**config.mk**
```make
export PLATFORM = sky130hd
export DESIGN_NAME = multi_slot_timer_table_top_flat
export DESIGN_NICKNAME = d
export VERILOG_FILES = /design/src/hdl/mstt_pkg.sv /design/src/hdl/mstt_in_if.sv /design/src/hdl/mstt_out_if.sv /design/src/hdl/multi_slot_timer_table_top.sv /design/src/hdl/mstt_ctrl.sv /design/src/hdl/mstt_dp.sv /design/src/flat_wrapper.sv
export VERILOG_INCLUDE_DIRS = /design/src /design/src/hdl
export SDC_FILE = /design/constraint.sdc
export NUM_CORES = 1
export LEC_CHECK = 0
export ABC_AREA = 1
export BUFFER_PORTS_ARGS = -buffer_cell sky130_fd_sc_hd__buf_2
export CAP_MARGIN = 10
export CELL_PAD_IN_SITES_DETAIL_PLACEMENT = 1
export CELL_PAD_IN_SITES_GLOBAL_PLACEMENT = 2
export CORE_MARGIN = 1
export CORE_UTILIZATION = 40
export CTS_CLUSTER_SIZE = 20
export DETAILED_ROUTE_END_ITERATION = 8
export PLACE_DENSITY_LB_ADDON = 0.1
export SETUP_SLACK_MARGIN = 0.02
export SLEW_MARGIN = 20
export SYNTH_ARGS = -nofsm -noshare
export SYNTH_HDL_FRONTEND = slang
export SYNTH_HIERARCHICAL = 1
export SYNTH_SLANG_ARGS = --single-unit
```
**constraint.sdc**
```tcl
create_clock -name clk -period 9.6 [get_ports clk]
set_input_delay 0.48 -clock clk [delete_from_list [all_inputs] [get_ports clk]]
set_output_delay 0.48 -clock clk [all_outputs]
set_load 0.05 [all_outputs]
```
**src/hdl/assert_macros.svh**
```systemverilog
// ----------------------------------------------------------------------------
// assert_macros.svh
// Assertion helper macros used by the timer table top level.
// ----------------------------------------------------------------------------
`ifndef ASSERT_MACROS_SVH
`define ASSERT_MACROS_SVH

`ifndef SYNTHESIS

// Same-cycle implication, disabled while reset is asserted.
`define ASSERT_IMPLIES(label, clk, rst_n, ante, cons) \
    label: assert property (@(posedge clk) disable iff (!rst_n) (ante) |-> (cons)) \
        else $error("assertion failed");

// Next-cycle implication, disabled while reset is asserted.
`define ASSERT_NEXT(label, clk, rst_n, ante, cons) \
    label: assert property (@(posedge clk) disable iff (!rst_n) (ante) |=> (cons)) \
        else $error("assertion failed");

`else

`define ASSERT_IMPLIES(label, clk, rst_n, ante, cons)
`define ASSERT_NEXT(label, clk, rst_n, ante, cons)

`endif

`endif

```
**src/hdl/mstt_pkg.sv**
```systemverilog
// ----------------------------------------------------------------------------
// mstt_pkg
// Types, codes and sizes shared by the timer table modules.
// ----------------------------------------------------------------------------
package mstt_pkg;

    localparam int SLOTS      = 8;
    localparam int TICK_WIDTH = 32;
    localparam int IDX_W      = (SLOTS > 1) ? $clog2(SLOTS) : 1;

    localparam int ACT_W   = 3;
    localparam int SLOT_W  = 3;
    localparam int DELAY_W = 32;

    localparam logic [ACT_W-1:0] ACT_LOAD  = 3'd0;
    localparam logic [ACT_W-1:0] ACT_START = 3'd1;
    localparam logic [ACT_W-1:0] ACT_STOP  = 3'd2;
    localparam logic [ACT_W-1:0] ACT_TICK  = 3'd3;
    localparam logic [ACT_W-1:0] ACT_SCAN  = 3'd4;

    localparam logic STATUS_OK   = 1'b0;
    localparam logic STATUS_BUSY = 1'b1;

    typedef logic [TICK_WIDTH-1:0] tick_t;
    typedef logic [IDX_W-1:0]      idx_t;

    typedef struct packed {
        logic [ACT_W-1:0]   action;
        logic [SLOT_W-1:0]  slot_id;
        logic [DELAY_W-1:0] delay;
        logic [DELAY_W-1:0] period;
    } in_item_t;

    typedef struct packed {
        logic [SLOT_W-1:0] slot_out;
        logic              fired;
        logic              status;
        logic              last;
    } out_item_t;

    typedef enum logic [3:0] {
        ST_IDLE = 4'b0001,
        ST_EXEC = 4'b0010,
        ST_CMP  = 4'b0100,
        ST_EMIT = 4'b1000
    } state_t;

    typedef struct packed {
        logic capture;
        logic ack;
        logic scan_start;
        logic cmp_step;
        logic emit_step;
    } cmd_t;

    typedef struct packed {
        logic is_ack;
        logic is_scan;
        logic out_free;
        logic cmp_done;
        logic mask_any;
    } stat_t;

endpackage

```
**src/hdl/mstt_in_if.sv**
```systemverilog
// ----------------------------------------------------------------------------
// mstt_in_if
// Valid/ready channel that carries one timer action item.
// ----------------------------------------------------------------------------
interface mstt_in_if;
    logic                          valid;
    logic                          ready;
    logic [mstt_pkg::ACT_W-1:0]    action;
    logic [mstt_pkg::SLOT_W-1:0]   slot_id;
    logic [mstt_pkg::DELAY_W-1:0]  delay;
    logic [mstt_pkg::DELAY_W-1:0]  period;

    modport source (output valid, action, slot_id, delay, period, input ready);
    modport sink   (input valid, action, slot_id, delay, period, output ready);
endinterface

```
**src/hdl/mstt_out_if.sv**
```systemverilog
// ----------------------------------------------------------------------------
// mstt_out_if
// Valid/ready channel that carries one acknowledgement or fire event item.
// ----------------------------------------------------------------------------
interface mstt_out_if;
    logic                        valid;
    logic                        ready;
    logic [mstt_pkg::SLOT_W-1:0] slot_out;
    logic                        fired;
    logic                        status;
    logic                        last;

    modport source (output valid, slot_out, fired, status, last, input ready);
    modport sink   (input valid, slot_out, fired, status, last, output ready);
endinterface

```
**src/hdl/multi_slot_timer_table_top.sv**
```systemverilog
// A table of eight timer slots behind a 32-bit tick counter. Load, start,
// stop and tick items each return one acknowledgement item, which sits in an
// output register, so the next item is taken while it waits. A single shared
// deadline comparator walks the slots one per cycle, then fire events leave
// in newest-started-first order, one at a time and only while the output is
// not stalled; no new item is taken until the scan is done. A scan with
// nothing due returns no item.

// ----------------------------------------------------------------------------
// multi_slot_timer_table_top
// Top level of the timer slot table: controller plus datapath.
// ----------------------------------------------------------------------------
`include "assert_macros.svh"

module multi_slot_timer_table_top (
    input  logic      clk,
    input  logic      rst_n,
    mstt_in_if.sink   in_ch,
    mstt_out_if.source out_ch
);

    mstt_pkg::cmd_t      cmd;
    mstt_pkg::stat_t     stat;
    mstt_pkg::state_t    state;
    mstt_pkg::in_item_t  in_item;
    mstt_pkg::out_item_t out_item;
    logic                in_ready;
    logic                out_valid;

    assign in_item.action  = in_ch.action;
    assign in_item.slot_id = in_ch.slot_id;
    assign in_item.delay   = in_ch.delay;
    assign in_item.period  = in_ch.period;
    assign in_ch.ready     = in_ready;

    mstt_ctrl u_ctrl (
        .clk      (clk),
        .rst_n    (rst_n),
        .in_valid (in_ch.valid),
        .in_ready (in_ready),
        .stat     (stat),
        .cmd      (cmd),
        .state    (state)
    );

    mstt_dp u_dp (
        .clk       (clk),
        .rst_n     (rst_n),
        .in_item   (in_item),
        .out_ready (out_ch.ready),
        .out_valid (out_valid),
        .out_item  (out_item),
        .cmd       (cmd),
        .stat      (stat)
    );

    assign out_ch.valid    = out_valid;
    assign out_ch.slot_out = out_item.slot_out;
    assign out_ch.fired    = out_item.fired;
    assign out_ch.status   = out_item.status;
    assign out_ch.last     = out_item.last;

    `ASSERT_NEXT(a_busy_after_accept, clk, rst_n, in_ch.valid && in_ch.ready, !in_ch.ready)
    `ASSERT_IMPLIES(a_fire_ok, clk, rst_n, out_ch.valid && out_ch.fired, out_ch.status == mstt_pkg::STATUS_OK)
    `ASSERT_NEXT(a_scan_done_idle, clk, rst_n, (state == mstt_pkg::ST_EMIT) && !stat.mask_any, in_ch.ready)

endmodule

```
**src/hdl/mstt_ctrl.sv**
```systemverilog
// ----------------------------------------------------------------------------
// mstt_ctrl
// Controller state machine: sequences accept, execute, compare and emit.
// ----------------------------------------------------------------------------
module mstt_ctrl (
    input  logic              clk,
    input  logic              rst_n,
    input  logic              in_valid,
    output logic              in_ready,
    input  mstt_pkg::stat_t   stat,
    output mstt_pkg::cmd_t    cmd,
    output mstt_pkg::state_t  state
);

    mstt_pkg::state_t state_reg;
    mstt_pkg::state_t state_next;

    always_ff @(posedge clk or negedge rst_n)
    begin
        if (!rst_n)
        begin
            state_reg <= mstt_pkg::ST_IDLE;
        end
        else
        begin
            state_reg <= state_next;
        end
    end

    always_comb
    begin
        state_next = state_reg;
        cmd        = '0;
        in_ready   = 1'b0;
        unique case (state_reg)
            mstt_pkg::ST_IDLE:
            begin
                in_ready = 1'b1;
                if (in_valid)
                begin
                    cmd.capture = 1'b1;
                    state_next  = mstt_pkg::ST_EXEC;
                end
            end
            mstt_pkg::ST_EXEC:
            begin
                if (stat.is_scan)
                begin
                    cmd.scan_start = 1'b1;
                    state_next     = mstt_pkg::ST_CMP;
                end
                else if (stat.is_ack)
                begin
                    if (stat.out_free)
                    begin
                        cmd.ack    = 1'b1;
                        state_next = mstt_pkg::ST_IDLE;
                    end
                end
                else
                begin
                    // Unknown actions are dropped without a result.
                    state_next = mstt_pkg::ST_IDLE;
                end
            end
            mstt_pkg::ST_CMP:
            begin
                cmd.cmp_step = 1'b1;
                if (stat.cmp_done)
                begin
                    state_next = mstt_pkg::ST_EMIT;
                end
            end
            mstt_pkg::ST_EMIT:
            begin
                if (!stat.mask_any)
                begin
                    state_next = mstt_pkg::ST_IDLE;
                end
                else
                begin
                    cmd.emit_step = 1'b1;
                end
            end
            default:
            begin
                state_next = mstt_pkg::ST_IDLE;
            end
        endcase
    end

    assign state = state_reg;

endmodule

```
**src/hdl/mstt_dp.sv**
```systemverilog
// ----------------------------------------------------------------------------
// mstt_dp
// Datapath: slot tables, tick counter, shared adder and deadline comparator,
// start-order ranks and the output register.
// ----------------------------------------------------------------------------
module mstt_dp (
    input  logic                clk,
    input  logic                rst_n,
    input  mstt_pkg::in_item_t  in_item,
    input  logic                out_ready,
    output logic                out_valid,
    output mstt_pkg::out_item_t out_item,
    input  mstt_pkg::cmd_t      cmd,
    output mstt_pkg::stat_t     stat
);

    localparam int SLOTS = mstt_pkg::SLOTS;
    localparam int IDX_W = mstt_pkg::IDX_W;
    localparam int TW    = mstt_pkg::TICK_WIDTH;

    mstt_pkg::in_item_t  item_reg, item_next;
    mstt_pkg::out_item_t out_reg, out_next;
    logic                out_valid_reg, out_valid_next;

    mstt_pkg::tick_t tick_reg, tick_next;
    mstt_pkg::tick_t deadline_reg [SLOTS];
    mstt_pkg::tick_t deadline_next [SLOTS];
    logic [mstt_pkg::DELAY_W-1:0] period_reg [SLOTS];
    logic [mstt_pkg::DELAY_W-1:0] period_next [SLOTS];
    logic [SLOTS-1:0] running_reg, running_next;
    mstt_pkg::idx_t   rank_reg [SLOTS];
    mstt_pkg::idx_t   rank_next [SLOTS];

    // Scan working state: ranks frozen at scan start fix the visiting order.
    mstt_pkg::idx_t   snap_rank_reg [SLOTS];
    mstt_pkg::idx_t   snap_rank_next [SLOTS];
    logic [SLOTS-1:0] fire_mask_reg, fire_mask_next;
    mstt_pkg::idx_t   idx_reg, idx_next;
    mstt_pkg::idx_t   rank_ptr_reg, rank_ptr_next;

    mstt_pkg::idx_t   s_idx;
    logic             s_valid;
    logic [SLOTS-1:0] hit;
    logic             hit_any;
    mstt_pkg::idx_t   emit_slot;
    logic [mstt_pkg::DELAY_W-1:0] add_b;
    mstt_pkg::tick_t  sum;
    logic             cmp_ge;
    logic             out_free;

    logic             idle_en, run_en;
    mstt_pkg::idx_t   idle_tgt, run_tgt;

    assign s_idx    = IDX_W'(item_reg.slot_id);
    assign s_valid  = 32'(item_reg.slot_id) < SLOTS;
    assign out_free = !out_valid_reg || out_ready;

    always_comb
    begin
        hit       = '0;
        emit_slot = '0;
        for (int i = 0; i < SLOTS; i++)
        begin
            hit[i] = fire_mask_reg[i] && (snap_rank_reg[i] == rank_ptr_reg);
            if (hit[i])
            begin
                emit_slot = IDX_W'(i);
            end
        end
    end

    assign hit_any = |hit;

    // One adder serves both load (tick plus delay) and re-arm (tick plus period).
    assign add_b  = (item_reg.action == mstt_pkg::ACT_LOAD) ? item_reg.delay
                                                            : period_reg[emit_slot];
    assign sum    = tick_reg + TW'(add_b);
    assign cmp_ge = tick_reg >= deadline_reg[idx_reg];

    always_comb
    begin
        item_next      = item_reg;
        out_next       = out_reg;
        out_valid_next = out_valid_reg && !out_ready;
        tick_next      = tick_reg;
        deadline_next  = deadline_reg;
        period_next    = period_reg;
        snap_rank_next = snap_rank_reg;
        fire_mask_next = fire_mask_reg;
        idx_next       = idx_reg;
        rank_ptr_next  = rank_ptr_reg;
        idle_en        = 1'b0;
        idle_tgt       = s_idx;
        run_en         = 1'b0;
        run_tgt        = s_idx;

        if (cmd.capture)
        begin
            item_next = in_item;
        end

        if (cmd.ack)
        begin
            out_valid_next    = 1'b1;
            out_next.slot_out = item_reg.slot_id;
            out_next.fired    = 1'b0;
            out_next.status   = mstt_pkg::STATUS_OK;
            out_next.last     = 1'b1;
            unique case (item_reg.action)
                mstt_pkg::ACT_LOAD:
                begin
                    if (s_valid)
                    begin
                        deadline_next[s_idx] = sum;
                        period_next[s_idx]   = item_reg.period;
                    end
                end
                mstt_pkg::ACT_START:
                begin
                    if (s_valid)
                    begin
                        if (running_reg[s_idx])
                        begin
                            out_next.status = mstt_pkg::STATUS_BUSY;
                        end
                        else
                        begin
                            run_en = 1'b1;
                        end
                    end
                end
                mstt_pkg::ACT_STOP:
                begin
                    idle_en = s_valid;
                end
                mstt_pkg::ACT_TICK:
                begin
                    tick_next         = tick_reg + TW'(1);
                    out_next.slot_out = '0;
                end
                default:
                begin
                end
            endcase
        end

        if (cmd.scan_start)
        begin
            idx_next       = '0;
            fire_mask_next = '0;
            snap_rank_next = rank_reg;
            rank_ptr_next  = '0;
        end

        if (cmd.cmp_step)
        begin
            fire_mask_next[idx_reg] = running_reg[idx_reg] && cmp_ge;
            idx_next                = idx_reg + IDX_W'(1);
        end

        if (cmd.emit_step)
        begin
            if (!hit_any)
            begin
                rank_ptr_next = rank_ptr_reg + IDX_W'(1);
            end
            else if (out_free)
            begin
                fire_mask_next[emit_slot] = 1'b0;
                out_valid_next    = 1'b1;
                out_next.slot_out = mstt_pkg::SLOT_W'(emit_slot);
                out_next.fired    = 1'b1;
                out_next.status   = mstt_pkg::STATUS_OK;
                out_next.last     = (fire_mask_reg & ~hit) == '0;
                if (period_reg[emit_slot] == '0)
                begin
                    idle_en  = 1'b1;
                    idle_tgt = emit_slot;
                end
                else
                begin
                    deadline_next[emit_slot] = sum;
                end
                rank_ptr_next = rank_ptr_reg + IDX_W'(1);
            end
        end
    end

    // Start-order ranks: rank 0 is the newest running slot, no gaps.
    always_comb
    begin
        running_next = running_reg;
        rank_next    = rank_reg;
        if (idle_en && running_reg[idle_tgt])
        begin
            for (int i = 0; i < SLOTS; i++)
            begin
                if (running_reg[i] && (rank_reg[i] > rank_reg[idle_tgt]))
                begin
                    rank_next[i] = rank_reg[i] - IDX_W'(1);
                end
            end
            running_next[idle_tgt] = 1'b0;
            rank_next[idle_tgt]    = '0;
        end
        if (run_en)
        begin
            for (int i = 0; i < SLOTS; i++)
            begin
                if (running_reg[i])
                begin
                    rank_next[i] = rank_reg[i] + IDX_W'(1);
                end
            end
            running_next[run_tgt] = 1'b1;
            rank_next[run_tgt]    = '0;
        end
    end

    always_ff @(posedge clk or negedge rst_n)
    begin
        if (!rst_n)
        begin
            out_valid_reg <= 1'b0;
            tick_reg      <= '0;
            running_reg   <= '0;
            fire_mask_reg <= '0;
            idx_reg       <= '0;
            rank_ptr_reg  <= '0;
            for (int i = 0; i < SLOTS; i++)
            begin
                deadline_reg[i] <= '0;
                period_reg[i]   <= '0;
                rank_reg[i]     <= '0;
            end
        end
        else
        begin
            out_valid_reg <= out_valid_next;
            tick_reg      <= tick_next;
            running_reg   <= running_next;
            fire_mask_reg <= fire_mask_next;
            idx_reg       <= idx_next;
            rank_ptr_reg  <= rank_ptr_next;
            deadline_reg  <= deadline_next;
            period_reg    <= period_next;
            rank_reg      <= rank_next;
        end
    end

    always_ff @(posedge clk)
    begin
        item_reg      <= item_next;
        out_reg       <= out_next;
        snap_rank_reg <= snap_rank_next;
    end

    assign out_valid = out_valid_reg;
    assign out_item  = out_reg;

    assign stat.is_ack   = (item_reg.action == mstt_pkg::ACT_LOAD)
                        || (item_reg.action == mstt_pkg::ACT_START)
                        || (item_reg.action == mstt_pkg::ACT_STOP)
                        || (item_reg.action == mstt_pkg::ACT_TICK);
    assign stat.is_scan  = item_reg.action == mstt_pkg::ACT_SCAN;
    assign stat.out_free = out_free;
    assign stat.cmp_done = idx_reg == IDX_W'(SLOTS - 1);
    assign stat.mask_any = |fire_mask_reg;

endmodule

```
**src/flat_wrapper.sv**
```systemverilog
// flat-port wrapper written by rule: the top's interface ports become plain ports
module multi_slot_timer_table_top_flat 
  (clk, rst_n, in_ch_valid, in_ch_action, in_ch_slot_id, in_ch_delay, in_ch_period, in_ch_ready, out_ch_valid, out_ch_slot_out, out_ch_fired, out_ch_status, out_ch_last, out_ch_ready);
  mstt_in_if in_ch_i ();
  mstt_out_if out_ch_i ();
  input  logic clk;
  input  logic rst_n;
  input wire logic [$bits(in_ch_i.valid)-1:0] in_ch_valid;
  input wire logic [$bits(in_ch_i.action)-1:0] in_ch_action;
  input wire logic [$bits(in_ch_i.slot_id)-1:0] in_ch_slot_id;
  input wire logic [$bits(in_ch_i.delay)-1:0] in_ch_delay;
  input wire logic [$bits(in_ch_i.period)-1:0] in_ch_period;
  output wire logic [$bits(in_ch_i.ready)-1:0] in_ch_ready;
  output wire logic [$bits(out_ch_i.valid)-1:0] out_ch_valid;
  output wire logic [$bits(out_ch_i.slot_out)-1:0] out_ch_slot_out;
  output wire logic [$bits(out_ch_i.fired)-1:0] out_ch_fired;
  output wire logic [$bits(out_ch_i.status)-1:0] out_ch_status;
  output wire logic [$bits(out_ch_i.last)-1:0] out_ch_last;
  input wire logic [$bits(out_ch_i.ready)-1:0] out_ch_ready;
  assign in_ch_i.valid = in_ch_valid;
  assign in_ch_i.action = in_ch_action;
  assign in_ch_i.slot_id = in_ch_slot_id;
  assign in_ch_i.delay = in_ch_delay;
  assign in_ch_i.period = in_ch_period;
  assign in_ch_ready = in_ch_i.ready;
  assign out_ch_valid = out_ch_i.valid;
  assign out_ch_slot_out = out_ch_i.slot_out;
  assign out_ch_fired = out_ch_i.fired;
  assign out_ch_status = out_ch_i.status;
  assign out_ch_last = out_ch_i.last;
  assign out_ch_i.ready = out_ch_ready;
  multi_slot_timer_table_top u_core (.clk(clk), .rst_n(rst_n), .in_ch(in_ch_i), .out_ch(out_ch_i));
endmodule
```
==> metrics, run 1 <==
crit-path max FO 67; Relative slew margins between 10% and 20%; RSZ-0062 raised after global routing false; vias per std cell about 5.4; Antenna Nets Post-Route 0; delay-heaviest family, CP simple AND/OR/NAND/NOR gates; worst-skew pair later-pin latency between 600 and 700 ps; Post-CTS Setup Inserts 0; I/O Buffers between 80 and 90; top cell type's share of synthesized area 42.0%; Synth area leaders dfrtp_1 42%, nand2_1 9.6%, edfxtp_1 8.0%; largest net degree at the start of global routing about 150; Setup crit start kind flip-flop; initial antenna violation count 1; Worst Path Buf+Inv 3; CP endpoint kind flip-flop; GRT Util Overall approximately 28%; Final Hold Fails 0; die height 300 µm; Resize count post-CTS 0; Main synth FF type dfrtp_1; Max Freq ~130 MHz; Setup CP Type flip-flop to flip-flop; first-pass GRT wire length ~190000 µm; NetSw 3.82 mW; PwrDens roughly 250 mW/mm²; DRT iter0 DRCs between 2000 and 2500; DRT Wirelength ~120000 µm; starting density of the core just over 40%; fin cells between 5000 and 6000; Sequential Power Share a little under two fifths; row count about 110; area added between synthesis and finish 14.0%; Worst VDD drop 202 µV; count leader, synth nand2_1; minimum clock period between 7000 and 8000 ps; Sw Ratio between 30% and 40%; Post-Syn Area per Cell 8.30 µm²; Yosys top cell by area dfrtp_1; ys async rst share a little under nine tenths; Seq/Total Area, Yosys approximately half; list of most frequent post-synthesis cells 902 x nand2_1, 594 x dfrtp_1, 556 x o21ai_0; combinational power share a little under a third; clock sink count about 700; Root Buffer clkbuf_16; Yosys warning total 6; overall die width 300 µm; grt ovf 0; Worst Hold Class input pin to flip-flop; Worst-path clk slew 60 ps; CP arrival between 8000 and 9000 ps; CTS tree done; clock power share about a third; vias in the first global route between 30000 and 40000; CP max stage cell dfrtp_1; Post-Syn Instances ~4300; Synth cell types 63; layout cells sized above 1 approximately 8.4%; cell leakage power between 15 and 20 nW; GPL Wtd Cong about 0.86; cts bufs inserted 80; WP data required 10140 ps; clock buffer depth 3; setup total negative slack 0 ps; Slew Limit Fails 0; most frequent CP cell nand2_1; core footprint about 0.087 mm²; DP Cell Count approximately 5400; clock skew around 27 ps; #FFs+latches synth around 700; status finished, final reports clean; DR pass1 iterations 5; CTS H-tree lvls 3; number of setup violations in the final report 0; Internal approximately 6.1 mW; DR WL/cell between 20 and 25 µm; detailed-route DRC error count 0; # IOs 82; Die Area 0.0898 mm²; Synth Net Count 4444; Slew @ Worst Pin 1220 ps; Crit path largest cell delay around 690 ps; # nets final around 4500; via count about 30000; crit share post-route 80.6%; max capacitance violation total 0; detailed placement HPWL approximately 80000 µm; Pwr Total a little under 10 mW; hold_ws between 50 and 60 ps; number of synthesized flops with an enable pin 94; post-synthesis instance area between 0.03 and 0.04 mm²
-- power groups by stage --
stage	combinational [mW]	sequential [mW]	clock, mW
after floorplan	1.91	3.66	0
after CTS	3.02	3.73	3.26
after global routing	3.33	3.77	3.37
after detailed placement	2.98	3.78	0
final	3.02	3.73	3.18
after global placement	2.95	3.77	0
-- path summary, 6_finish.rpt --
kind	start	end	slack [ps]	depth (start not counted)
max	u_core/u_dp/rank_ptr_reg[0]$_DFF_PN0_	u_core/u_dp/deadline_reg[126]$_DFF_PN0_	1870	31
max in group asynchronous	rst_n	u_core/u_dp/period_reg[169]$_DFFE_PN0P_	6940	4
min reg2reg	u_core/u_dp/out_item[2]$_DFF_P_	u_core/u_dp/out_item[2]$_DFF_P_	450	2
max reg2reg	u_core/u_dp/rank_ptr_reg[0]$_DFF_PN0_	u_core/u_dp/deadline_reg[126]$_DFF_PN0_	1870	31
min	in_ch_period[20]	u_core/u_dp/item_reg[20]$_DFFE_PP_	60	1
min in group asynchronous	rst_n	u_core/u_dp/rank_reg[8]$_DFF_PN0_	370	2
-- kinds of logic (layout without fill, tap and decap cells) --
| family | count (synthesis) | after routing | share of synthesized area, % |
|---|---|---|---|
| and+or+nand+nor | 1737 | 1737 | 20.7 |
| AOI/OAI and AO/OA | 954 | 954 | 14.6 |
| DFF | 695 | 695 | 50.3 |
| buffers and inverters | 656 | 806 | 7.43 |
| adders and majority gates | 100 | 100 | 3.55 |
| xor gates and xnor gates | 77 | 77 | 1.92 |
| muxes | 51 | 51 | 1.50 |
| other | 0 | 1 | 0 |
-- per-stage QoR --
step / util (%) / setup WS (ps) / instance area [µm²]
floorplan: - / 4270 / 35400
global placement: 42.3 / 2190 / 37000
detailed placement: 42.3 / 1960 / 37000
CTS: 46.2 / 1940 / 40400
global route: 46.3 / 870 / 40400
finish: 46.3 / 1870 / 40400
-- layout by cell type (no fill, tap or decap), types with 80 or more instances in the layout --
cell | netlist | routed
nand2_1 | 902 | 897
dfrtp_1 | 594 | 593
o21ai_0 | 556 | 556
inv_1 | 417 | 415
nor2_1 | 415 | 408
nand3_1 | 219 | 219
a21oi_1 | 214 | 213
nand4_1 | 132 | 132
ha_1 | 99 | 99
edfxtp_1 | 94 | 94
clkbuf_16 | 0 | 83
buf_2 | 20 | 80
-- metal layers --
metal	part of all wire, %	global-route usage [%]
met1	48	39.6
met2	45	43.6
met3	4.2	3.73
met4	3.1	8.89
met5	0	0
-- final cells by class --
cell class,count,area (µm²)
multi-input cells,2919,15100
well taps,1155,1450
inverters,443,1670
clock inverters,34,334
repair buffers,216,1630
clock buffers,113,2380
diodes,1,2.50
flip-flops and latches,695,17800
fillers,10418,46900
-- worst register-to-register path, delay by kind of cell, from the launching register on --
| kind | cells | cell delay, ps |
|---|---|---|
| and+or+nand+nor | 16 | 3400 |
| DFF | 1 | 690 |
| buffers and inverters | 3 | 230 |
| xor gates and xnor gates | 2 | 740 |
| adders and majority gates | 1 | 230 |
| AOI/OAI and AO/OA | 9 | 2310 |
-- repair_timing --
| item | in CTS | in global routing |
|---|---|---|
| setup endpoints to repair | 0 | 0 |
| hold endpoints to repair | 141 | 0 |
| hold buffers | 69 | 0 |
No activity file was read; power rests on OpenSTA's default activity.
==> run 2: changes to the inputs <==
--- a/config.mk
+++ b/config.mk
@@ -6,13 +6,13 @@
 export SDC_FILE = /design/constraint.sdc
 export NUM_CORES = 1
 export LEC_CHECK = 0
-export ABC_AREA = 1
+export ABC_AREA = 0
 export BUFFER_PORTS_ARGS = -buffer_cell sky130_fd_sc_hd__buf_2
 export CAP_MARGIN = 10
 export CELL_PAD_IN_SITES_DETAIL_PLACEMENT = 1
 export CELL_PAD_IN_SITES_GLOBAL_PLACEMENT = 2
 export CORE_MARGIN = 1
-export CORE_UTILIZATION = 40
+export CORE_UTILIZATION = 39
 export CTS_CLUSTER_SIZE = 20
 export DETAILED_ROUTE_END_ITERATION = 8
 export PLACE_DENSITY_LB_ADDON = 0.1
==> constraint.sdc (replaced) <==
create_clock -name clk -period 6.9 [get_ports clk]
set_input_delay 0.345 -clock clk [delete_from_list [all_inputs] [get_ports clk]]
set_output_delay 0.345 -clock clk [all_outputs]
set_load 0.05 [all_outputs]
==> run 2 against run 1 <==
Net effect: largest cell class unchanged; worst hold slack improved by 180 ps; register-to-register slack lost 1600 ps; synthesized cell count decreased by 28%; routed wire length fell by 6.2%; maximum frequency is 17% higher; count of clock-buffer cells in the layout rose by 3; die area grew 3.0%; sequential share of layout area fell by 1.1 points.
==> metrics, run 2 <==
CTS tree done; ys async rst share 85.6% (unchanged); DRT iter0 DRCs 1873 (-8.9%); Yosys top cell by area dfrtp_1; count leader, synth dfrtp_1; #FFs+latches synth 695 (unchanged); worst-skew pair later-pin latency 660 ps (about the same); CP startpoint u_core/u_dp/rank_ptr_reg[1]$_DFF_PN0_; Setup CP Type flip-flop to flip-flop; most frequent cells in the layout 588 x dfrtp_1, 512 x mux2_2, 222 x nand2_1; Main synth FF type dfrtp_1; Pwr Total 11.1 mW (+12%); via count 25792 (-15%); Post-Syn Instances 3084 (-28%); layout cells sized above 1 28.3% (+20 points); row count 110 (+1.9%); number of setup violations in the final report 0 (unchanged); Synth cell types 110 (+75%); WP data required 7460 ps (-2680 ps); I/O Buffers 81 (unchanged); PwrDens 268 mW/mm² (+9.0%); Slew @ Worst Pin 1050 ps (-167 ps); # nets final 3423 (-24%); CP arrival 7150 ps (-1120 ps); CTS H-tree lvls 3 (unchanged); Slew Limit Fails 0 (unchanged); Synth area leaders dfrtp_1 42%, mux2_2 16%, edfxtp_1 7.9%; Setup crit start kind flip-flop; min-delay src out_ch_ready; first-pass GRT wire length 178000 µm (-6.3%); status finished, final reports clean; ANT cells 0 (-1); DR WL/cell 25.7 µm (+16%); area added between synthesis and finish 16.6%; Post-Syn Area per Cell 11.5 µm² (+39%); CP endpoint kind flip-flop; Sequential Power Share 43.7% (+6.2 points); Max Freq 152 MHz (+17%); core footprint 0.0901 mm² (+3.3%); combinational power share 15.7% (-15 points); FF-to-FF Start u_core/u_dp/rank_ptr_reg[1]$_DFF_PN0_; vias per std cell 5.74 (+5.9%); clock buffer depth 3 (unchanged); Internal 7.87 mW (+29%); top cell type's share of synthesized area 41.8% (-0.20 points); die height 304 µm (+1.5%); list of most frequent post-synthesis cells 594 x dfrtp_1, 512 x mux2_2, 228 x nand2_1; GRT Util Overall 25.2% (-2.6 points); max capacitance violation total 0 (unchanged); Place WS -789 ps (-2740 ps); Root Buffer clkbuf_16; Die Area 0.0925 mm² (+3.0%); GPL Wtd Cong 0.874 (+2.1%); clock power share 40.6% (+8.5 points); starting density of the core 39.5% (-1.1 points); cts bufs inserted 81 (+1.3%); crit share post-route 95.5% (+15 points); Relative slew margins 29.2% (+11 points); post-synthesis instance area 0.0356 mm² (+0.48%); vias in the first global route 27927 (-9.9%); Worst Hold Class input pin to flip-flop; cell leakage power 18.9 nW (-2.8%); overall die width 304 µm (+1.5%); detailed-route DRC error count 0 (unchanged); Worst VDD drop 196 µV (-2.9%); largest net degree at the start of global routing 178 (+19%); DRT Wirelength 115000 µm (-6.2%); Final Util 46.0% (-0.25 points); NetSw 3.25 mW (-15%); most common cell after layout, fill and taps aside dfrtp_1; clock skew 28.9 ps (+1.95 ps); Sw Ratio 29.3% (-9.2 points); crit-path max FO 30 (-55%); initial antenna violation count 3 (+2); Final Hold Fails 0 (unchanged); minimum clock period 6590 ps (-1140 ps); Yosys warning total 6 (unchanged); Final Worst Setup Slack 310 ps (-1560 ps); detailed placement HPWL 76700 µm (-4.5%); Worst-path clk slew 60 ps (about the same); Seq/Total Area, Yosys 50.1% (-0.24 points); DR pass1 iterations 5 (unchanged); number of synthesized flops with an enable pin 94 (unchanged); Antenna Nets Post-Route 0 (unchanged); clock sink count 695 (unchanged); Synth Net Count 3258 (-27%); # IOs 82 (unchanged); RSZ-0062 raised after global routing false; grt ovf 0 (unchanged)
[run 2: repair_timing]
action | CTS | global route
hold buffers | 71 | 0
resized for setup | 6 | 23
buffers inserted | 1 | 4
hold endpoints to repair | 182 | 0
endpoints found under the setup margin | 32 | 80
pin swaps | 1 | 3
[run 2: worst max-delay path, stage by stage (launching register included)]
cell	delay [ps]
dfrtp_2	540
xor2_1	230
nand4bb_4	410
nand2_2	180
buf_8	270
mux2_2	390
a211oi_1	310
buf_4	220
nand4_1	150
nor4_2	240
nand4_1	140
buf_4	200
nor4b_4	440
mux2i_1	270
buf_4	170
nand2b_1	170
o22ai_1	120
nor4_1	290
buf_4	240
ha_1	270
nor2_1	120
maj3_1	180
a22o_1	140
nand3_2	80
or4b_1	530
a22oi_1	170
[run 2: cell families after synthesis]
group | Yosys count | share of synthesized area (%)
multiplexers | 631 | 19.7
XOR/XNOR | 96 | 2.45
AO/OA/AOI/OAI | 562 | 10.8
buffers and inverters | 234 | 2.70
flip-flops | 695 | 50.1
adder cells (fa/ha/maj) | 107 | 3.73
AND/OR/NAND/NOR | 759 | 10.6
[run 2: path summary, 6_finish.rpt]
kind / endpoint / slack, ps / cells after the start
max in group asynchronous: u_core/u_dp/deadline_reg[119]$_DFF_PN0_ / 4910 / 4
setup / recovery: u_core/u_dp/rank_reg[2]$_DFF_PN0_ / 310 / 25
hold / removal: u_core/u_dp/out_valid$_DFF_PN0_ / 230 / 3
hold reg to reg: u_core/u_dp/out_item[2]$_DFF_P_ / 460 / 2
setup reg to reg: u_core/u_dp/rank_reg[2]$_DFF_PN0_ / 310 / 25
min in group asynchronous: u_core/u_dp/period_reg[124]$_DFFE_PN0P_ / 390 / 2
[run 2: layout make-up]
| class | instances | area [µm²] |
|---|---|---|
| fill | 9443 | 48700 |
| sequential | 695 | 17900 |
| multi-input combinational | 2155 | 17100 |
| clock buffer | 116 | 2300 |
| timing repair buffer | 256 | 2050 |
| tap | 1176 | 1470 |
| clock inverter | 35 | 483 |
| inverter | 60 | 225 |
[run 2: layer usage]
layer	part of all wire [%]	GRT usage [%]	vias up
li1	-	-	11640
met2	46	39.8	472
met5	0.011	0	-
met1	48	36.3	13514
met4	2.3	7.04	2
met3	3.4	3.10	164
[run 2: power by group through the flow]
stage | registers [mW] | logic (mW) | clock network (mW)
3_5_place_dp | 4.92 | 1.71 | 0
5_1_grt | 4.90 | 1.91 | 4.79
4_1_cts | 4.85 | 1.75 | 4.65
6_report | 4.86 | 1.75 | 4.52
3_3_place_gp | 4.91 | 1.65 | 0
2_1_floorplan | 4.76 | 1.11 | 0
[run 2: through the flow]
step / setup TNS (ps) / cell area [µm²] / hold WS [ps] / cells
global placement: -11030 / 37800 / 447 / 4265
global route: 0 / 41500 / 235 / 4493
CTS: 0 / 41300 / 163 / 4488
detailed placement: -15260 / 37800 / 458 / 4265
floorplan: 0 / 35600 / 49.4 / 3084
finish: 0 / 41500 / 235 / 4493
